File: src/hw/rtl/fffs_pkg.sv
`default_nettype none
// Package for the fair FIFO counting semaphore.
// Holds widths, queue sizing, operation and outcome codes, and the structs
// that pass between the sequencer, the waiter queue and the shared adder.
package fffs_pkg;

   localparam int ID_W        = 8;
   localparam int CNT_W       = 16;
   localparam int QUEUE_DEPTH = 16;
   localparam int MAX_RESULTS = 16;

   localparam int QPTR_W  = $clog2(QUEUE_DEPTH);
   localparam int QFILL_W = $clog2(QUEUE_DEPTH + 1);
   localparam int QSUM_W  = QFILL_W + 1;
   localparam int GRANT_W = $clog2(MAX_RESULTS + 1);

   localparam logic [CNT_W-1:0] CAPACITY_RESET = CNT_W'(1);

   typedef enum logic [1:0] {
      FN_TRY    = 2'd0,
      FN_ACQ    = 2'd1,
      FN_REL    = 2'd2,
      FN_CANCEL = 2'd3
   } func_type;

   typedef enum logic [2:0] {
      OUT_ACQUIRED = 3'd0,
      OUT_QUEUED   = 3'd1,
      OUT_BUSY     = 3'd2,
      OUT_FULL     = 3'd3,
      OUT_GRANTED  = 3'd4
   } outcome_type;

   typedef enum logic [2:0] {
      ST_IDLE,
      ST_ACQ,
      ST_ADD,
      ST_WALK,
      ST_FLUSH,
      ST_CANCEL
   } state_type;

   typedef enum logic {
      ALU_SUB,
      ALU_ADD_SAT
   } alu_op_type;

   typedef struct packed {
      alu_op_type       op;
      logic [CNT_W-1:0] a;
      logic [CNT_W-1:0] b;
   } alu_req_type;

   typedef struct packed {
      logic [CNT_W-1:0] value;
      logic             borrow;
   } alu_res_type;

   typedef struct packed {
      logic               push;
      logic               pop;
      logic               head_clear;
      logic               kill;
      logic [QFILL_W-1:0] scan;
      logic [ID_W-1:0]    wr_id;
      logic [CNT_W-1:0]   wr_permits;
   } qcmd_type;

   typedef struct packed {
      logic [QFILL_W-1:0] fill;
      logic [ID_W-1:0]    rd_id;
      logic [CNT_W-1:0]   rd_permits;
      logic               rd_alive;
   } qstat_type;

   // Adds an offset of at most QUEUE_DEPTH to a queue pointer, modulo the depth.
   function automatic logic [QPTR_W-1:0] qwrap(input logic [QPTR_W-1:0] ptr,
                                                input logic [QFILL_W-1:0] off);
      logic [QSUM_W-1:0] sum;
      sum = QSUM_W'(ptr) + QSUM_W'(off);
      if (sum >= QSUM_W'(QUEUE_DEPTH)) begin
         sum = sum - QSUM_W'(QUEUE_DEPTH);
      end
      return sum[QPTR_W-1:0];
   endfunction

endpackage
`default_nettype wire

File: src/hw/rtl/fffs_alu.sv
`default_nettype none
// Shared adder of the semaphore: saturating add and subtract with borrow.
// Depends on fffs_pkg for the request and result structs.
module fffs_alu (
   input  fffs_pkg::alu_req_type alu_req,
   output fffs_pkg::alu_res_type alu_res
);
   import fffs_pkg::*;

   logic [CNT_W:0]   sum;
   logic [CNT_W-1:0] b_opnd;
   logic             is_sub;

   assign is_sub = (alu_req.op == ALU_SUB);
   assign b_opnd = is_sub ? ~alu_req.b : alu_req.b;
   assign sum    = {1'b0, alu_req.a} + {1'b0, b_opnd} + (CNT_W + 1)'(is_sub);

   always_comb begin
      alu_res.borrow = is_sub && !sum[CNT_W];
      if (!is_sub && sum[CNT_W]) begin
         alu_res.value = '1;
      end else begin
         alu_res.value = sum[CNT_W-1:0];
      end
   end

endmodule
`default_nettype wire

File: src/hw/rtl/fffs_queue.sv
`default_nettype none
// Circular waiter queue: requester, permits and live flag per entry.
// Depends on fffs_pkg for sizing, the pointer wrap function and the structs.
module fffs_queue (
   input  logic                clock,
   input  logic                reset,
   input  fffs_pkg::qcmd_type  qcmd,
   output fffs_pkg::qstat_type qstat
);
   import fffs_pkg::*;

   logic [ID_W-1:0]    rid_mem [QUEUE_DEPTH];
   logic [CNT_W-1:0]   rpm_mem [QUEUE_DEPTH];
   logic               alive_mem [QUEUE_DEPTH];
   logic [QPTR_W-1:0]  head_ff;
   logic [QPTR_W-1:0]  head_in;
   logic [QFILL_W-1:0] fill_ff;
   logic [QFILL_W-1:0] fill_in;
   logic [QPTR_W-1:0]  tail;
   logic [QPTR_W-1:0]  rd_slot;
   logic [QPTR_W-1:0]  alive_slot;

   assign tail       = qwrap(head_ff, fill_ff);
   assign rd_slot    = qwrap(head_ff, qcmd.scan);
   assign alive_slot = qcmd.push ? tail : rd_slot;

   always_comb begin
      head_in = head_ff;
      fill_in = fill_ff;
      if (qcmd.head_clear) begin
         head_in = '0;
      end else if (qcmd.pop) begin
         head_in = qwrap(head_ff, QFILL_W'(1));
         fill_in = fill_ff - QFILL_W'(1);
      end else if (qcmd.push) begin
         fill_in = fill_ff + QFILL_W'(1);
      end
   end

   always_ff @(posedge clock) begin
      if (reset) begin
         head_ff <= '0;
         fill_ff <= '0;
      end else begin
         head_ff <= head_in;
         fill_ff <= fill_in;
      end
   end

   always_ff @(posedge clock) begin
      if (qcmd.push) begin
         rid_mem[tail] <= qcmd.wr_id;
         rpm_mem[tail] <= qcmd.wr_permits;
      end
      if (qcmd.push || qcmd.kill) begin
         alive_mem[alive_slot] <= qcmd.push;
      end
   end

   assign qstat.fill       = fill_ff;
   assign qstat.rd_id      = rid_mem[rd_slot];
   assign qstat.rd_permits = rpm_mem[rd_slot];
   assign qstat.rd_alive   = alive_mem[rd_slot];

endmodule
`default_nettype wire

File: src/hw/rtl/fffs_ctrl.sv
`default_nettype none
// Sequencer of the semaphore: free permit count, operation decode, queue walk
// and result register. Depends on fffs_pkg; drives fffs_queue and fffs_alu.
module fffs_ctrl (
   input  logic                     clock,
   input  logic                     reset,
   input  logic                     req_valid,
   output logic                     req_stall,
   input  logic [1:0]               req_func,
   input  logic [fffs_pkg::ID_W-1:0]  req_requester_id,
   input  logic [fffs_pkg::CNT_W-1:0] req_permit_count,
   input  logic                     csr_we,
   input  logic [fffs_pkg::CNT_W-1:0] csr_wdata,
   output logic                     rsp_valid,
   input  logic                     rsp_stall,
   output logic [2:0]               rsp_outcome,
   output logic [fffs_pkg::ID_W-1:0]  rsp_granted_id,
   output logic [fffs_pkg::CNT_W-1:0] rsp_granted_permits,
   output logic                     rsp_last,
   output fffs_pkg::qcmd_type       qcmd,
   input  fffs_pkg::qstat_type      qstat,
   output fffs_pkg::alu_req_type    alu_req,
   input  fffs_pkg::alu_res_type    alu_res
);
   import fffs_pkg::*;

   state_type          state_ff;
   state_type          state_in;
   func_type           op_ff;
   logic [ID_W-1:0]    id_ff;
   logic [CNT_W-1:0]   cnt_ff;
   logic [CNT_W-1:0]   free_ff;
   logic [CNT_W-1:0]   free_in;
   logic               free_load;
   logic               pend_valid_ff;
   logic [ID_W-1:0]    pend_id_ff;
   logic [CNT_W-1:0]   pend_permits_ff;
   logic               pend_load;
   logic               pend_clear;
   logic [GRANT_W-1:0] grants_ff;
   logic               grant_inc;
   logic [QFILL_W-1:0] scan_ff;
   logic               scan_inc;
   logic               rsp_valid_ff;
   outcome_type        rsp_outcome_ff;
   outcome_type        rsp_outcome_in;
   logic [ID_W-1:0]    rsp_id_ff;
   logic [ID_W-1:0]    rsp_id_in;
   logic [CNT_W-1:0]   rsp_permits_ff;
   logic [CNT_W-1:0]   rsp_permits_in;
   logic               rsp_last_ff;
   logic               rsp_last_in;
   logic               rsp_load;
   logic               accept;
   logic               out_free;
   logic               queue_empty;
   logic               grant_cap;
   logic               walk_done;

   assign out_free    = !rsp_valid_ff || !rsp_stall;
   assign accept      = req_valid && (state_ff == ST_IDLE);
   assign queue_empty = (qstat.fill == '0);
   assign grant_cap   = (grants_ff == GRANT_W'(MAX_RESULTS));
   assign walk_done   = queue_empty || grant_cap || (qstat.rd_alive && alu_res.borrow);

   always_comb begin
      state_in = state_ff;
      case (state_ff)
         ST_IDLE: begin
            if (req_valid) begin
               case (func_type'(req_func))
                  FN_TRY, FN_ACQ: state_in = ST_ACQ;
                  FN_REL:         state_in = ST_ADD;
                  default:        state_in = ST_CANCEL;
               endcase
            end
         end
         ST_ACQ: begin
            if (out_free) begin
               state_in = ST_IDLE;
            end
         end
         ST_ADD: begin
            state_in = ST_WALK;
         end
         ST_WALK: begin
            if (walk_done) begin
               state_in = pend_valid_ff ? ST_FLUSH : ST_IDLE;
            end
         end
         ST_FLUSH: begin
            if (out_free) begin
               state_in = ST_IDLE;
            end
         end
         ST_CANCEL: begin
            if (scan_ff == qstat.fill) begin
               state_in = ST_IDLE;
            end
         end
         default: state_in = ST_IDLE;
      endcase
   end

   always_comb begin
      req_stall       = (state_ff != ST_IDLE);
      alu_req.op      = ALU_SUB;
      alu_req.a       = free_ff;
      alu_req.b       = cnt_ff;
      qcmd            = '0;
      qcmd.scan       = scan_ff;
      qcmd.wr_id      = id_ff;
      qcmd.wr_permits = cnt_ff;
      rsp_load        = 1'b0;
      rsp_outcome_in  = OUT_ACQUIRED;
      rsp_id_in       = id_ff;
      rsp_permits_in  = '0;
      rsp_last_in     = 1'b1;
      free_load       = 1'b0;
      free_in         = alu_res.value;
      pend_load       = 1'b0;
      pend_clear      = 1'b0;
      grant_inc       = 1'b0;
      scan_inc        = 1'b0;
      case (state_ff)
         ST_ACQ: begin
            if (out_free) begin
               rsp_load = 1'b1;
               if (queue_empty && !alu_res.borrow) begin
                  free_load      = 1'b1;
                  rsp_permits_in = cnt_ff;
               end else if (op_ff == FN_TRY) begin
                  rsp_outcome_in = OUT_BUSY;
               end else if (qstat.fill == QFILL_W'(QUEUE_DEPTH)) begin
                  rsp_outcome_in = OUT_FULL;
               end else begin
                  rsp_outcome_in = OUT_QUEUED;
                  qcmd.push      = 1'b1;
               end
            end
         end
         ST_ADD: begin
            alu_req.op = ALU_ADD_SAT;
            free_load  = 1'b1;
         end
         ST_WALK: begin
            alu_req.b = qstat.rd_permits;
            if (queue_empty) begin
               qcmd.head_clear = 1'b1;
            end else if (!grant_cap) begin
               if (!qstat.rd_alive) begin
                  qcmd.pop = 1'b1;
               end else if (!alu_res.borrow && (!pend_valid_ff || out_free)) begin
                  free_load      = 1'b1;
                  qcmd.pop       = 1'b1;
                  pend_load      = 1'b1;
                  grant_inc      = 1'b1;
                  rsp_load       = pend_valid_ff;
                  rsp_outcome_in = OUT_GRANTED;
                  rsp_id_in      = pend_id_ff;
                  rsp_permits_in = pend_permits_ff;
                  rsp_last_in    = 1'b0;
               end
            end
         end
         ST_FLUSH: begin
            if (out_free) begin
               rsp_load       = 1'b1;
               rsp_outcome_in = OUT_GRANTED;
               rsp_id_in      = pend_id_ff;
               rsp_permits_in = pend_permits_ff;
               pend_clear     = 1'b1;
            end
         end
         ST_CANCEL: begin
            if (scan_ff != qstat.fill) begin
               scan_inc  = 1'b1;
               qcmd.kill = (qstat.rd_id == id_ff);
            end
         end
         default: begin
         end
      endcase
   end

   always_ff @(posedge clock) begin
      if (reset) begin
         state_ff      <= ST_IDLE;
         free_ff       <= CAPACITY_RESET;
         pend_valid_ff <= 1'b0;
         grants_ff     <= '0;
         scan_ff       <= '0;
         rsp_valid_ff  <= 1'b0;
      end else begin
         state_ff <= state_in;
         if (free_load) begin
            free_ff <= free_in;
         end
         if (csr_we) begin
            free_ff <= csr_wdata;
         end
         if (pend_load) begin
            pend_valid_ff <= 1'b1;
         end else if (pend_clear) begin
            pend_valid_ff <= 1'b0;
         end
         if (accept) begin
            grants_ff <= '0;
            scan_ff   <= '0;
         end else begin
            if (grant_inc) begin
               grants_ff <= grants_ff + GRANT_W'(1);
            end
            if (scan_inc) begin
               scan_ff <= scan_ff + QFILL_W'(1);
            end
         end
         if (rsp_load) begin
            rsp_valid_ff <= 1'b1;
         end else if (!rsp_stall) begin
            rsp_valid_ff <= 1'b0;
         end
      end
   end

   always_ff @(posedge clock) begin
      if (accept) begin
         op_ff  <= func_type'(req_func);
         id_ff  <= req_requester_id;
         cnt_ff <= req_permit_count;
      end
      if (pend_load) begin
         pend_id_ff      <= qstat.rd_id;
         pend_permits_ff <= qstat.rd_permits;
      end
      if (rsp_load) begin
         rsp_outcome_ff <= rsp_outcome_in;
         rsp_id_ff      <= rsp_id_in;
         rsp_permits_ff <= rsp_permits_in;
         rsp_last_ff    <= rsp_last_in;
      end
   end

   assign rsp_valid           = rsp_valid_ff;
   assign rsp_outcome         = rsp_outcome_ff;
   assign rsp_granted_id      = rsp_id_ff;
   assign rsp_granted_permits = rsp_permits_ff;
   assign rsp_last            = rsp_last_ff;

endmodule
`default_nettype wire

File: src/hw/rtl/fifo_fair_counting_semaphore.sv
`default_nettype none
// Top level of the fair FIFO counting semaphore.
// Depends on fffs_pkg and instantiates fffs_ctrl, fffs_queue and fffs_alu.
//
//   Port group   Direction  Beat contents
//   req_         in         func, requester_id, permit_count
//   rsp_         out        outcome, granted_id, granted_permits, last
//   csr_         in         capacity, loaded into the free permit count
//
// Try and acquire go from idle to the compare state, which loads the result register once free.
// Release adds the permits in the add state, then walks the queue entry by entry (at most
// QUEUE_DEPTH entries), and goes to the flush state when a grant is left to send.
// Cancel scans each queued entry in the cancel state.
// Reset clears the queue and loads the free count with one permit.
// A stalled result holds the walk until the result register frees up.
module fifo_fair_counting_semaphore (
   input  logic                       clock,
   input  logic                       reset,
   input  logic                       req_valid,
   output logic                       req_stall,
   input  logic [1:0]                 req_func,
   input  logic [fffs_pkg::ID_W-1:0]  req_requester_id,
   input  logic [fffs_pkg::CNT_W-1:0] req_permit_count,
   input  logic                       csr_we,
   input  logic [fffs_pkg::CNT_W-1:0] csr_wdata,
   output logic                       rsp_valid,
   input  logic                       rsp_stall,
   output logic [2:0]                 rsp_outcome,
   output logic [fffs_pkg::ID_W-1:0]  rsp_granted_id,
   output logic [fffs_pkg::CNT_W-1:0] rsp_granted_permits,
   output logic                       rsp_last
);
   import fffs_pkg::*;

   qcmd_type    qcmd;
   qstat_type   qstat;
   alu_req_type alu_req;
   alu_res_type alu_res;

   fffs_ctrl u_ctrl (
      .clock               (clock),
      .reset               (reset),
      .req_valid           (req_valid),
      .req_stall           (req_stall),
      .req_func            (req_func),
      .req_requester_id    (req_requester_id),
      .req_permit_count    (req_permit_count),
      .csr_we              (csr_we),
      .csr_wdata           (csr_wdata),
      .rsp_valid           (rsp_valid),
      .rsp_stall           (rsp_stall),
      .rsp_outcome         (rsp_outcome),
      .rsp_granted_id      (rsp_granted_id),
      .rsp_granted_permits (rsp_granted_permits),
      .rsp_last            (rsp_last),
      .qcmd                (qcmd),
      .qstat               (qstat),
      .alu_req             (alu_req),
      .alu_res             (alu_res)
   );

   fffs_queue u_queue (
      .clock (clock),
      .reset (reset),
      .qcmd  (qcmd),
      .qstat (qstat)
   );

   fffs_alu u_alu (
      .alu_req (alu_req),
      .alu_res (alu_res)
   );

endmodule
`default_nettype wire

File: config.mk
export PLATFORM = sky130hd
export DESIGN_NAME = fifo_fair_counting_semaphore
export DESIGN_NICKNAME = d
export VERILOG_FILES = /design/src/hw/rtl/fffs_pkg.sv /design/src/hw/rtl/fffs_alu.sv /design/src/hw/rtl/fffs_queue.sv /design/src/hw/rtl/fffs_ctrl.sv /design/src/hw/rtl/fifo_fair_counting_semaphore.sv
export SDC_FILE = /design/constraint.sdc
export NUM_CORES = 1
export LEC_CHECK = 0
export BUFFER_PORTS_ARGS = -buffer_cell sky130_fd_sc_hd__buf_2
export CORE_MARGIN = 3
export CORE_UTILIZATION = 45
export CTS_CLUSTER_SIZE = 24
export DETAILED_ROUTE_END_ITERATION = 16
export PLACE_DENSITY = 0.58
export SYNTH_ARGS = -nofsm -noshare
export SYNTH_HDL_FRONTEND = slang
export SYNTH_HIERARCHICAL = 1
export SYNTH_SLANG_ARGS = --single-unit
export TNS_END_PERCENT = 30
File: constraint.sdc
create_clock -name clock -period 9.6 [get_ports clock]
set_input_delay 0.48 -clock clock [delete_from_list [all_inputs] [get_ports clock]]
set_output_delay 0.48 -clock clock [all_outputs]
set_load 0.03 [all_outputs]
# [Word level (Yosys, flattened, before mapping)]
# Memory sizes are Yosys's and may differ from the RTL's.
# Cells that the tools add are included.
[op_classes] eq_ne=17 shift=0 magnitude_cmp=3 n_div=0 n_reduce_logical=31 muxes=81 n_addsub=12 mul=0 n_bitwise=5
[op_table] operator="$mux 16" count=12
[op_table] operator="$pmux 16 s3" count=1
[op_table] operator="$mux 8" count=5
[op_table] operator="$mux 1" count=36
[op_table] operator="$mux 3" count=12
[op_table] operator="$add 16x16->17" count=1
[op_table] operator="$add 17x1->17" count=1
[op_table] operator="$mux 4" count=4
[op_table] operator="$not 16->16" count=1
[op_table] operator="$pmux 8 s2" count=1
[op_table] operator="$add 5x1->5 const B" count=3
[op_table] operator="$pmux 3 s5" count=1
[op_table] operator="$add 4x5->6" count=2
[op_table] operator="$ge 6x5->1 const B" count=2
[op_table] operator="$sub 4x1->4 const B" count=3
[op_table] operator="$eq 5x5->1 const B" count=2
[op_table] operator="$mux 5" count=2
[op_table] operator="$pmux 3 s3" count=1
[op_table] operator="$eq 8x8->1" count=1
[op_table] operator="$ne 2x1->1 const B" count=4
[op_table] operator="$reduce_or 2->1" count=4
[op_table] operator="$eq 3x2->1 const B" count=2
[op_table] operator="$eq 3x3->1 const B" count=2
[op_table] operator="$logic_and 1x1->1" count=6
[op_table] operator="24 further kinds" count=40
[totals] latchBits=0 romBits=0 word_cells=169 in_bits=47 regBits=118 mem_count=3 mem_bits_rw=400
[mem_list] name="u_queue.rpm_mem" words=16 word_bits=16 rd=1 rd_clocked_by_memory_dff=0 write_ports=1 line_no="fffs_queue.sv:13" rtl="logic [CNT_W-1:0] rpm_mem [QUEUE_DEPTH];"
[mem_list] name="u_queue.rid_mem" words=16 word_bits=8 rd=1 rd_clocked_by_memory_dff=0 write_ports=1 line_no="fffs_queue.sv:12" rtl="logic [ID_W-1:0] rid_mem [QUEUE_DEPTH];"
[mem_list] name="u_queue.alive_mem" words=16 word_bits=1 rd=1 rd_clocked_by_memory_dff=0 write_ports=1 line_no="fffs_queue.sv:14" rtl="logic alive_mem [QUEUE_DEPTH];"

# [Longest topological paths before layout]
# Gate-level depths: netlist of the first run.
# An unclocked memory read counts as a cell.
[logic_depth] depth_word=20 mapped_depth=27

# [Modules after synthesis]
# The synthesis of the first run kept the hierarchy.
[by_module_without_submodules] mod="fffs_queue" seq_area_each_um2=12191.7 cells_each=802 n_inst=1 area_per_inst_um2=16120.5
[by_module_without_submodules] mod="fffs_ctrl" seq_area_each_um2=2962.8 cells_each=375 n_inst=1 area_per_inst_um2=4789.6
[by_module_without_submodules] mod="fffs_alu" seq_area_each_um2=0.0 cells_each=149 n_inst=1 area_per_inst_um2=1106.1

# [Worst setup path before layout of the first run]
# No wires, ideal clock.
[synth_path] path_kind="flip-flop to flip-flop" start="register u_ctrl.scan_ff[0]" end="memory u_queue.rid_mem[0][0] (enable)" required_time_ns=9.195 stages_incl_launch_ff=24 setup_time_ns=0.405 path_buffers=3 path_slack_ns=2.551 period_less_slack_ns=7.049 arrival_ns=6.645 cell_sequence="dfxtp_1 -> ha_1 -> fa_1 -> buf_2 -> clkbuf_1 -> mux4_2 -> nand3_1 -> nand4_1 -> nand2_1 -> nand2_1 -> nor2b_1 -> or2_2 -> fa_1 -> nor2b_4 -> o31a_4 -> o31ai_4 -> a211oi_2 -> nor2_1 -> or3_4 -> nand3_1 -> nor3_1 -> buf_2 -> or3b_2 -> nor2_1"
[synth_rtl] item="from (decl)" line_no="fffs_ctrl.sv:42" rtl="logic [QFILL_W-1:0] scan_ff;"
[synth_rtl] item="from (signal assigned)" line_no="fffs_ctrl.sv:215" rtl="scan_ff <= scan_ff + QFILL_W'(1);"
[synth_rtl] item="to (decl)" line_no="fffs_queue.sv:12"

==> metrics.log, run 1 <==
INFO  metric ctsLongestPathBuffers = 3
INFO  metric synth_seq_area_share = 68.8%
INFO  metric finalSetupViolations = 0
INFO  metric drive_above_1_share = 23.6%
INFO  metric grt_pass1_vias = 12232
INFO  metric flip_flop_and_latch_area = 15200 sq um
INFO  metric initial_detailed_routing_violation_count = 1096
INFO  metric postCtsResizedCells = 0
INFO  metric synth.distinct_cells = 74
INFO  metric core_area = 48000 sq um
INFO  metric area_growth_syn_to_layout = 13.3%
INFO  metric post-synth-top-area-cell = edfxtp_1
INFO  metric postSynthCellCount = 1326
INFO  metric timing.max_cap.violations = 0
INFO  metric ctsHtreeMaxLevel = 2
INFO  metric finalWeightedCongestion = 0.836
INFO  metric clk_sink_count = 518
INFO  metric effective_utilization_at_floorplan = 45.8%
INFO  metric die_h = 227 um
INFO  metric tritoncts = done
INFO  metric worstPathRequired = 9.80 ns
INFO  metric rsz0062_at_grt = false
INFO  metric postLayoutSetupSlackWorst = 2.07 ns
INFO  metric synth_top_cell_area_share = 65.2%
INFO  metric core_utilization_of_the_finished_layout = 51.9%
INFO  metric routed-via-count = 12035
INFO  metric critical_path.cell_chain = ha_4 > fa_4 > buf_4 > mux4_2 > nand3_1 > nand4_1 > nand2_1 > nand2_1 > xnor2_1 > ha_1 > nor2_1 > nand4_1 > a31oi_1 > a211oi_2 > nor2_1 > or3_4 > nand3_1 > nor3_2 > buf_4 > or3b_2 > nor2_4
INFO  metric critPathCaptureType = flop
INFO  metric routed_wire_length_per_instance = 24.3 um
INFO  metric dpl-instance-area = 23100 sq um
INFO  metric io_buffers = 76
INFO  metric p_leak = 8.06 nW
INFO  metric post_synth.cell_area_avg = 16.6 sq um
INFO  metric power_density = 264 nW/um^2
INFO  metric nNetsFinal = 1482
INFO  metric worst_hold_slack = 0.0535 ns
INFO  metric peak_freq = 0.133 GHz
INFO  metric worst_setup_path_category = reg -> reg
INFO  metric max_stage_delay = 1.54 ns
INFO  metric chip_width = 227 um
INFO  metric min_path_type = in -> reg
INFO  metric synth_area = 22000 sq um
INFO  metric yosys_warnings = 6
INFO  metric aggregate_global_routing_overflow = 0
INFO  metric dieArea = 51600 sq um
INFO  metric final_period_minus_worst_setup_slack = 7.53 ns
INFO  metric grt_max_degree = 70
INFO  metric drtAntennaViolNets = 0
INFO  metric yosys_register_bits = 518
INFO  metric num_io_pins = 77
INFO  metric timing_max_transition_violations_final = 0
INFO  metric asyncSetResetFlopFracSynth = 0%
INFO  metric power = 6.60 mW
INFO  metric post-dp-hpwl = 29.3 mm
INFO  metric placement.setup.worst_slack = 2.04 ns
INFO  metric detailedRoute.firstPassIterationCount = 7
INFO  metric max_slew_margin = 19.2%
INFO  metric ir_drop = 148 uV
INFO  metric outcome = complete, no violations
INFO  metric count_of_hold_fix_buffers_inserted_at_cts = 0
INFO  metric clk_latency = 0.60 ns
INFO  metric critPathSlowestCell = fa_4
INFO  metric grt_antenna_before_repair = 0
INFO  metric worstMarginPinSlew = 1.21 ns
INFO  metric cp_data_arrival_time = 7.73 ns
INFO  metric clk_pin_slew = 0.06 ns
INFO  metric synth-edff-count = 478
INFO  metric hold_viol_final = 0
INFO  metric route.detailed.drc = 0
INFO  metric footprint_of_the_multi_input_gates = 6630 sq um
INFO  metric path_max_fanout = 69
INFO  metric n_antenna_cell = 0
INFO  metric globalRouteTotalUtil = 19.9%
INFO  metric std_cell_rows = 80
INFO  metric final-instance-count-excl-fill = 2058
INFO  metric post-place-cells = 1962
INFO  metric dominantRegCellSynth = edfxtp_1
INFO  metric drt-total-wl = 50.0 mm
INFO  metric worstSetupStartpointType = flop
INFO  metric clock_skew_after_layout = 0.0174 ns
INFO  metric final_std_cell_area_no_fill = 24900 sq um
INFO  metric postSynthNetCount = 1405
INFO  metric clock_tree.root_cell = clkbuf_16
INFO  metric timing.setup.tns = 0 ns
INFO  metric top_post_synthesis_cells_by_area = edfxtp_1 (65%), mux4_2 (10%), dfxtp_1 (3.6%)
INFO  metric cts_inserted_buffers = 54
INFO  metric grt_pass1_wl = 76.4 mm
INFO  metric share_of_the_clock_period_used_by_the_worst_path = 78.4%
INFO  metric routed_via_density = 5.85
INFO  metric final.fill_count = 3874
INFO  metric post_cts.repair.setup_buffers = 0
-- power by group --
group	internal [mW]	total [mW]	switching (mW)
Combinational	0.547	1.47	0.928
Clock	1.27	2.12	0.845
Sequential	2.81	3.00	0.191
-- final timing paths --
| path | from | to | slack, ns | cells after the start |
|---|---|---|---|---|
| min | req_requester_id[0] | u_ctrl/id_ff[0]$_DFFE_PP_ | 0.05 | 1 |
| max | u_ctrl/scan_ff[0]$_SDFFE_PP0N_ | u_queue/rpm_mem[8][5]$_DFFE_PP_ | 2.07 | 21 |
| min reg2reg | u_ctrl/grants_ff[1]$_SDFFE_PP0P_ | u_ctrl/grants_ff[1]$_SDFFE_PP0P_ | 0.51 | 2 |
| max reg2reg | u_ctrl/scan_ff[0]$_SDFFE_PP0N_ | u_queue/rpm_mem[8][5]$_DFFE_PP_ | 2.07 | 21 |
-- flip-flops by register name, indices dropped and copies added, names as in the netlist, 3 cells and up --
name                        count
u_queue/head_ff                 4
u_queue/alive_mem              16
u_ctrl/state_ff                 3
u_ctrl/id_ff                    8
u_ctrl/rsp_granted_permits     16
u_ctrl/grants_ff                5
u_ctrl/free_ff                 16
u_queue/fill_ff                 5
u_ctrl/pend_permits_ff         16
u_ctrl/scan_ff                  5
u_queue/rid_mem               128
u_queue/rpm_mem               256
u_ctrl/rsp_outcome              3
u_ctrl/rsp_granted_id           8
u_ctrl/pend_id_ff               8
u_ctrl/cnt_ff                  16
-- cells in the final DEF (no fill, tap or decap), types with 13 or more instances in the layout --
cell type,netlist,layout
inv_1,22,22
nand3_1,113,113
mux2i_1,21,21
nand2_1,95,95
nor2_4,0,16
nor3_1,18,16
a22o_1,17,16
buf_2,20,76
a311oi_2,13,13
clkbuf_16,0,54
nand4_1,30,30
nor2_1,65,49
ha_1,28,27
buf_4,11,15
edfxtp_1,478,478
mux4_2,100,100
xnor2_1,49,48
dfxtp_1,40,40
a21oi_1,32,32
-- cell families after synthesis --
kind of cell             Yosys count  share of synthesized area (%)
XOR/XNOR                          61                           2.46
flip-flops                       518                           68.8
AO/OA/AOI/OAI                    136                           5.17
buffers and inverters             93                           2.02
multiplexers                     131                           11.8
AND/OR/NAND/NOR                  355                           7.80
adder cells (fa/ha/maj)           32                           1.96
-- cell usage after synthesis, types with 20 or more instances --
cell type and n:
nand4_1 30, dfxtp_1 40, edfxtp_1 478, nor2_1 65, a21oi_1 32, nand2_1 95, mux4_2 100, ha_1 28
clkbuf_1 34, xnor2_1 49, buf_2 20, mux2i_1 21, inv_1 22, nand3_1 113
-- area by class of cell --
cell class	instances	share of cell area (%)
inverters	22	0.331
multi-input cells	715	26.6
flip-flops and latches	518	60.8
clock inverters	31	1.61
repair buffers	92	2.06
well taps	615	3.09
clock buffers	65	5.58
-- worst max-delay path: cells and delay by family, from the launching register on --
kind	cells	cell delay, ns
AOI/OAI and AO/OA	2	0.31
xor gates and xnor gates	1	0.15
adders and majority gates	3	1.96
buffers and inverters	2	0.90
DFF	1	0.39
muxes	1	0.40
and+or+nand+nor	12	2.93
-- metal layers --
metal | GRT usage [%] | up-vias | share of wire, %
li1 | - | 5392 | -
met1 | 28.2 | 6198 | 43
met2 | 32.5 | 377 | 49
met3 | 3.17 | 68 | 6.2
met4 | 5.00 | 0 | 1.8
met5 | 0 | - | 0
No activity file was read; power rests on OpenSTA's default activity.
==> run 2: changes to the inputs <==
- ABC_AREA: not set -> 1
- clock period: 9.6 -> 7.2 ns (I/O delays scaled with it)
==> run 2 against run 1 <==
Sequential power grew 30%. Utilization grew 0.80 points. Sequential share of layout area shrank 5.1 points. Combinational power grew 110%. Final cell count grew 54%. Critical endpoint is now u_queue/rpm_mem[13][12]$_DFFE_PP_. Largest cell class unchanged.
==> metrics.log, run 2 <==
INFO  metric outcome = complete, no violations
INFO  metric p_leak = 10.9 nW (+35%)
INFO  metric timing_max_transition_violations_final = 0 (unchanged)
INFO  metric post-synth-top-area-cell = edfxtp_1
INFO  metric yosysMostFrequentCell = nand2_1
INFO  metric max_slew_margin = 32.8% (+14 points)
INFO  metric synth_seq_area_share = 64.2% (-4.6 points)
INFO  metric routed_via_density = 5.26 (-10%)
INFO  metric clock_tree.root_cell = clkbuf_16
INFO  metric ctsHtreeMaxLevel = 2 (unchanged)
INFO  metric grt.busiest_layer = met2
INFO  metric final_std_cell_area_no_fill = 27200 sq um (+9.1%)
INFO  metric grtUsageMet3 = 3.72% (+0.55 points)
INFO  metric postSynthCellCount = 2316 (+75%)
INFO  metric share_of_the_clock_period_used_by_the_worst_path = 87.2% (+8.7 points)
INFO  metric routed-via-count = 16619 (+38%)
INFO  metric core_area = 51600 sq um (+7.4%)
INFO  metric ctsLongestPathBuffers = 3 (unchanged)
INFO  metric worst_setup_path_category = reg -> reg
INFO  metric clk_pin_slew = 0.06 ns (about the same)
INFO  metric hold_viol_final = 0 (unchanged)
INFO  metric routed_wire_length_per_instance = 20.0 um (-18%)
INFO  metric power_density = 362 nW/um^2 (+37%)
INFO  metric layout_commonest_cell = nand2_1
INFO  metric asyncSetResetFlopFracSynth = 0% (unchanged)
INFO  metric drt-total-wl = 63.2 mm (+27%)
INFO  metric aggregate_global_routing_overflow = 0 (unchanged)
INFO  metric post-dp-hpwl = 39.8 mm (+36%)
INFO  metric io_buffers = 76 (unchanged)
INFO  metric synth_area = 23600 sq um (+7.1%)
INFO  metric grt_pass1_wl = 96.4 mm (+26%)
INFO  metric globalRouteTotalUtil = 22.6% (+2.8 points)
INFO  metric rsz0062_at_grt = false
INFO  metric chip_width = 235 um (+3.4%)
INFO  metric std_cell_rows = 83 (+3.8%)
INFO  metric postSynthNetCount = 2395 (+70%)
INFO  metric critPathCaptureType = flop
INFO  metric die_h = 235 um (+3.4%)
INFO  metric clock_skew_after_layout = 0.0190 ns (+0.00154 ns)
INFO  metric worstPathRequired = 7.51 ns (-2.29 ns)
INFO  metric drtAntennaViolNets = 0 (unchanged)
INFO  metric yosys_register_bits = 518 (unchanged)
INFO  metric clk_sink_count = 518 (unchanged)
INFO  metric finalWeightedCongestion = 0.878 (+5.0%)
INFO  metric ir_drop = 170 uV (+15%)
INFO  metric timing.setup.tns = 0 ns (unchanged)
INFO  metric flip_flop_and_latch_area = 15200 sq um (unchanged)
INFO  metric largest_register_ffs = 256 (unchanged)
INFO  metric route.detailed.drc = 0 (unchanged)
INFO  metric footprint_of_the_multi_input_gates = 7200 sq um (+8.6%)
INFO  metric detailedRoute.firstPassIterationCount = 6 (-1)
INFO  metric drive_above_1_share = 12.4% (-11 points)
INFO  metric area_growth_syn_to_layout = 15.3%
INFO  metric postCtsResizedCells = 0 (unchanged)
INFO  metric effective_utilization_at_floorplan = 45.7% (-0.12 points)
INFO  metric clk_latency = 0.62 ns (+0.02 ns)
INFO  metric global_route.usage.met2 = 36.0% (+3.5 points)
INFO  metric synth.distinct_cells = 41 (-45%)
INFO  metric grt_antenna_before_repair = 2 (+2)
INFO  metric final_period_minus_worst_setup_slack = 6.28 ns (-1.25 ns)
INFO  metric nNetsFinal = 2516 (+70%)
INFO  metric grt_max_degree = 181 (+160%)
INFO  metric power = 9.85 mW (+49%)
INFO  metric yosys_warnings = 6 (unchanged)
INFO  metric top_post_synthesis_cells_by_area = edfxtp_1 (61%), nand2_1 (9.1%), nor2_1 (3.8%)
INFO  metric final_cell_mix = nand2_1 (572), edfxtp_1 (478), inv_1 (234)
INFO  metric grt_pass1_vias = 15974 (+31%)
INFO  metric largest_registers = u_queue/rpm_mem x256, u_queue/rid_mem x128
INFO  metric num_io_pins = 77 (unchanged)
INFO  metric post_cts.repair.setup_buffers = 0 (unchanged)
INFO  metric synth-edff-count = 478 (unchanged)
INFO  metric peak_freq = 0.159 GHz (+20%)
INFO  metric finalSetupViolations = 0 (unchanged)
INFO  metric max_flop_register = u_queue/rpm_mem
INFO  metric min_path_type = in -> reg
INFO  metric final.fill_count = 4607 (+19%)
INFO  metric timing.max_cap.violations = 0 (unchanged)
INFO  metric dieArea = 55200 sq um (+7.0%)
INFO  metric post_synth.cell_area_avg = 10.2 sq um (-39%)
INFO  metric synth.cells.most_frequent = nand2_1 (572), edfxtp_1 (478), nor2_1 (236)
INFO  metric dominantRegCellSynth = edfxtp_1
INFO  metric cp_data_arrival_time = 6.59 ns (-1.14 ns)
INFO  metric worstHoldPathCells = 2 (+1)
INFO  metric path_max_fanout = 21 (-70%)
INFO  metric worstMarginPinSlew = 1.01 ns (-0.203 ns)
INFO  metric synth_top_cell_area_share = 60.8% (-4.3 points)
INFO  metric tritoncts = done
INFO  metric dpl-instance-area = 25100 sq um (+8.6%)
INFO  metric grtUsageMet1 = 32.1% (+3.9 points)
INFO  metric initial_detailed_routing_violation_count = 1515 (+38%)
INFO  metric worstSetupStartpointType = flop
INFO  metric timing.reg2reg.worst_path_depth = 26 (+24%)
INFO  metric cts_inserted_buffers = 54 (unchanged)
[run 2: cell families (layout without fill, tap and decap cells)]
group	after synthesis	count (layout)	synth area share [%]
and+or+nand+nor	1092	1092	19.8
DFF	518	518	64.2
buffers and inverters	341	506	5.97
AOI/OAI and AO/OA	281	281	6.18
xor gates and xnor gates	37	37	1.37
adders and majority gates	32	32	1.82
muxes	15	15	0.636
other	0	1	0
[run 2: what timing repair did]
item | CTS | global route
endpoints found under the hold margin | 26 | 0
endpoints found under the setup margin | 0 | 0
hold buffers | 26 | 0
[run 2: path summary, 6_finish.rpt]
path / slack (ns) / end / from
hold / removal: 0.04 / u_queue/fill_ff[4]$_SDFFE_PP0P_ / reset
setup / recovery: 0.92 / u_queue/rpm_mem[13][12]$_DFFE_PP_ / u_ctrl/scan_ff[0]$_SDFFE_PP0N_
hold reg to reg: 0.49 / u_ctrl/scan_ff[4]$_SDFFE_PP0N_ / u_ctrl/scan_ff[4]$_SDFFE_PP0N_
setup reg to reg: 0.92 / u_queue/rpm_mem[13][12]$_DFFE_PP_ / u_ctrl/scan_ff[0]$_SDFFE_PP0N_
[run 2: power by group]
| part | switching (mW) | internal [mW] | total, mW |
|---|---|---|---|
| Clock | 1.19 | 1.66 | 2.85 |
| Combinational | 2.15 | 0.940 | 3.09 |
| Sequential | 0.155 | 3.75 | 3.91 |
| Total | 3.50 | 6.35 | 9.85 |
[run 2: layout make-up]
| type | count | area share (%) |
|---|---|---|
| antenna | 1 | 0.00920 |
| clock buffer | 64 | 5.22 |
| clock inverter | 36 | 1.39 |
| inverter | 244 | 3.38 |
| multi-input combinational | 1457 | 26.5 |
| sequential | 518 | 55.7 |
| tap | 680 | 3.13 |
| timing repair buffer | 162 | 4.70 |
[run 2: worst max-delay path, cell delays in order (launching register included)]
cell and delay, ns:
dfxtp_1 0.39, ha_4 0.20, fa_2 0.57, clkinv_2 0.38
buf_4 0.39, nand3_1 0.11, o21ai_1 0.09, nand2_1 0.08
nand2_1 0.08, nand2_1 0.07, nand2_1 0.08, nand2_1 0.07
o21ai_0 0.15, xnor2_1 0.19, ha_1 0.39, a21oi_1 0.22
nand2_1 0.11, a21oi_1 0.20, nand2_2 0.13, nor2_1 0.20
inv_1 0.09, nand4_1 0.14, nand2_1 0.09, nor3_2 0.34
nand3_1 0.40, nor2_4 0.56, buf_12 0.22
[run 2: stage by stage]
stage          worst slack, ns  util (%)  hold slack [ns]  instances
6_report                 0.923      52.7           0.0433       3162
5_1_grt                  0.478      52.7           0.0436       3161
4_1_cts                  0.911      52.7           0.0113       3161
3_5_place_dp             0.920      48.7            0.480       3035
3_3_place_gp              1.01      48.7            0.468       3035
2_1_floorplan             1.10         -            0.429       2316
[run 2: per-layer routing]
layer / up-vias / wire (um)
met5: - / 0
met1: 8068 / 28700
li1: 7956 / -
met4: 0 / 1710
met2: 492 / 29000
met3: 103 / 3760
==> run 3: changes to the inputs <==
- ABC_AREA: 1 -> not set
==> run 3 against run 2 <==
First-iteration DRC count fell by 18%. Non-clock buffer count shrank 6. Sequential power increased by 2%. Critical path depth is 4 lower. Critical endpoint is now u_queue/rpm_mem[4][4]$_DFFE_PP_. Largest power group unchanged.
==> metrics.log, run 3 (synthesis results as in run 1) <==
INFO  metric chip_width = 227 um (-3.3%)
INFO  metric die_h = 227 um (-3.3%)
INFO  metric aggregate_global_routing_overflow = 0 (unchanged)
INFO  metric num_io_pins = 77 (unchanged)
INFO  metric drtAntennaViolNets = 0 (unchanged)
INFO  metric dieArea = 51600 sq um (-6.5%)
INFO  metric ctsHtreeMaxLevel = 2 (unchanged)
INFO  metric dr_wl_met3 = 3.16 mm (-16%)
INFO  metric share_of_the_clock_period_used_by_the_worst_path = 89.5% (+2.3 points)
INFO  metric final.fill_count = 3890 (-16%)
INFO  metric max_stage_delay = 0.83 ns (+0.26 ns)
INFO  metric clk_sink_count = 518 (unchanged)
INFO  metric final_std_cell_area_no_fill = 25700 sq um (-5.7%)
INFO  metric io_buffers = 76 (unchanged)
INFO  metric drt-total-wl = 52.3 mm (-17%)
INFO  metric clock_tree.root_cell = clkbuf_16
INFO  metric largest_registers = u_queue/rpm_mem x256, u_queue/rid_mem x128
INFO  metric grt_antenna_before_repair = 0 (-2)
INFO  metric drive_above_1_share = 25.5% (+13 points)
INFO  metric worstSetupStartpointType = flop
INFO  metric dpl-instance-area = 23600 sq um (-6.0%)
INFO  metric clk_pin_slew = 0.06 ns (about the same)
INFO  metric core_utilization_of_the_finished_layout = 53.4% (+0.68 points)
INFO  metric route.detailed.drc = 0 (unchanged)
INFO  metric critPathSlowestCell = fa_4
INFO  metric worstMarginPinSlew = 1.20 ns (+0.190 ns)
INFO  metric nNetsFinal = 1545 (-39%)
INFO  metric finalSetupViolations = 0 (unchanged)
INFO  metric cp_data_arrival_time = 6.75 ns (+0.16 ns)
INFO  metric critical_path_buf_inv_count = 2 (-2)
INFO  metric rsz0062_at_grt = false
INFO  metric min_path_type = in -> reg
INFO  metric post_cts.repair.setup_buffers = 0 (unchanged)
INFO  metric timing_max_transition_violations_final = 0 (unchanged)
INFO  metric detailedRoute.firstPassIterationCount = 5 (-1)
INFO  metric postCtsResizedCells = 0 (unchanged)
INFO  metric worst_path_dominant_cell_family = simple AND/OR/NAND/NOR gates
INFO  metric critical_path.cell_chain = ha_4 > fa_4 > buf_4 > mux4_2 > nand3_1 > nand4_1 > nand2_1 > nand2_1 > nor2b_1 > or2_2 > fa_1 > nor2b_4 > o31a_4 > o31ai_4 > a211oi_2 > nor2_1 > or3_4 > nand3_1 > nor3_2 > or3b_2 > nor2_4 > buf_12
INFO  metric max_flop_register = u_queue/rpm_mem
INFO  metric grt_max_degree = 37 (-80%)
INFO  metric power_density = 342 nW/um^2 (-5.5%)
INFO  metric ir_drop = 173 uV (+1.5%)
INFO  metric timing.setup.tns = 0 ns (unchanged)
INFO  metric ctsLongestPathBuffers = 3 (unchanged)
INFO  metric reg2reg_slack = 0.76 ns (-0.17 ns)
INFO  metric largest_register_ffs = 256 (unchanged)
INFO  metric clk_latency = 0.61 ns (about the same)
INFO  metric p_leak = 8.42 nW (-23%)
INFO  metric max_slew_margin = 20.1% (-13 points)
INFO  metric std_cell_rows = 80 (-3.6%)
INFO  metric finalWeightedCongestion = 0.812 (-7.6%)
INFO  metric layout_commonest_cell = edfxtp_1
INFO  metric count_of_hold_fix_buffers_inserted_at_cts = 26 (unchanged)
INFO  metric clock_skew_after_layout = 0.0192 ns (+0.000171 ns)
INFO  metric cts_inserted_buffers = 53 (-1.9%)
INFO  metric final_cell_mix = edfxtp_1 (478), nand3_1 (113), mux4_2 (100)
INFO  metric core_area = 48000 sq um (-6.9%)
INFO  metric globalRouteTotalUtil = 20.7% (-2.0 points)
INFO  metric area_growth_syn_to_layout = 16.5%
INFO  metric routed-via-count = 12392 (-25%)
INFO  metric dr.max_layer_used = met4
INFO  metric routed_wire_length_per_instance = 24.6 um (+23%)
INFO  metric outcome = complete, no violations
INFO  metric grt_pass1_vias = 12461 (-22%)
INFO  metric final_period_minus_worst_setup_slack = 6.44 ns (+0.167 ns)
INFO  metric wl_met1 = 23.0 mm (-20%)
INFO  metric timing.max_cap.violations = 0 (unchanged)
INFO  metric n_antenna_cell = 0 (-1)
INFO  metric post-dp-hpwl = 30.6 mm (-23%)
INFO  metric grt_pass1_wl = 79.2 mm (-18%)
INFO  metric path_max_fanout = 19 (-9.5%)
INFO  metric met2RoutedLength = 24.7 mm (-15%)
INFO  metric hold_viol_final = 0 (unchanged)
INFO  metric worstPathRequired = 7.50 ns (about the same)
INFO  metric routed_via_density = 5.83 (+11%)
INFO  metric tritoncts = done
INFO  metric effective_utilization_at_floorplan = 45.8% (+0.12 points)
INFO  metric critPathCaptureType = flop
INFO  metric peak_freq = 0.155 GHz (-2.6%)
INFO  metric worst_setup_path_category = reg -> reg
INFO  metric initial_detailed_routing_violation_count = 1240 (-18%)
-- run 3: path summary, 6_finish.rpt --
check	start	to	depth (start not counted)
worst max-delay path	u_queue/head_ff[0]$_SDFFE_PP0P_	u_queue/rpm_mem[4][4]$_DFFE_PP_	22
worst max register to register	u_queue/head_ff[0]$_SDFFE_PP0P_	u_queue/rpm_mem[4][4]$_DFFE_PP_	22
worst min-delay path	rsp_stall	u_ctrl/rsp_valid$_SDFFE_PP0P_	3
worst min register to register	u_ctrl/grants_ff[1]$_SDFFE_PP0P_	u_ctrl/grants_ff[1]$_SDFFE_PP0P_	2
-- run 3: area by class of cell --
type	count	area, sq um	share of cell area [%]
sequential	518	15200	59.1
multi-input combinational	715	6630	25.8
clock buffer	62	1390	5.42
timing repair buffer	156	1260	4.91
tap	615	769	3.00
clock inverter	38	368	1.43
inverter	22	82.6	0.322
-- run 3: report_power, final --
| group | leakage [nW] | total (mW) | switching [mW] | internal [mW] |
|---|---|---|---|---|
| combinational | 2.89 | 2.02 | 1.26 | 0.765 |
| clock | 0.865 | 2.77 | 1.16 | 1.60 |
| sequential | 4.66 | 3.99 | 0.243 | 3.75 |
| total | 8.42 | 8.78 | 2.66 | 6.11 |
-- run 3: routing by layer --
metal | up-vias | global-route usage, %
li1 | 5543 | -
met1 | 6357 | 29.3
met4 | 0 | 6.98
met5 | - | 0
met2 | 402 | 32.8
met3 | 90 | 3.66
-- run 3: worst min-delay path, delay by kind of cell --
family / cells / cell delay, ns
buf+inv: 1 / 0.13
compound gates: 1 / 0.09
simple gates: 1 / 0.08
-- run 3: stage by stage --
stage / instances / setup slack, ns / power, mW / hold WS, ns
detailed placement: 2000 / 0.763 / 6.08 / 0.496
global route: 2126 / 0.364 / 9.21 / 0.111
CTS: 2126 / 0.725 / 8.86 / 0.0633
floorplan: 1326 / 0.151 / 5.45 / 0.432
global placement: 2000 / 0.905 / 6.05 / 0.485
finish: 2126 / 0.756 / 8.78 / 0.105
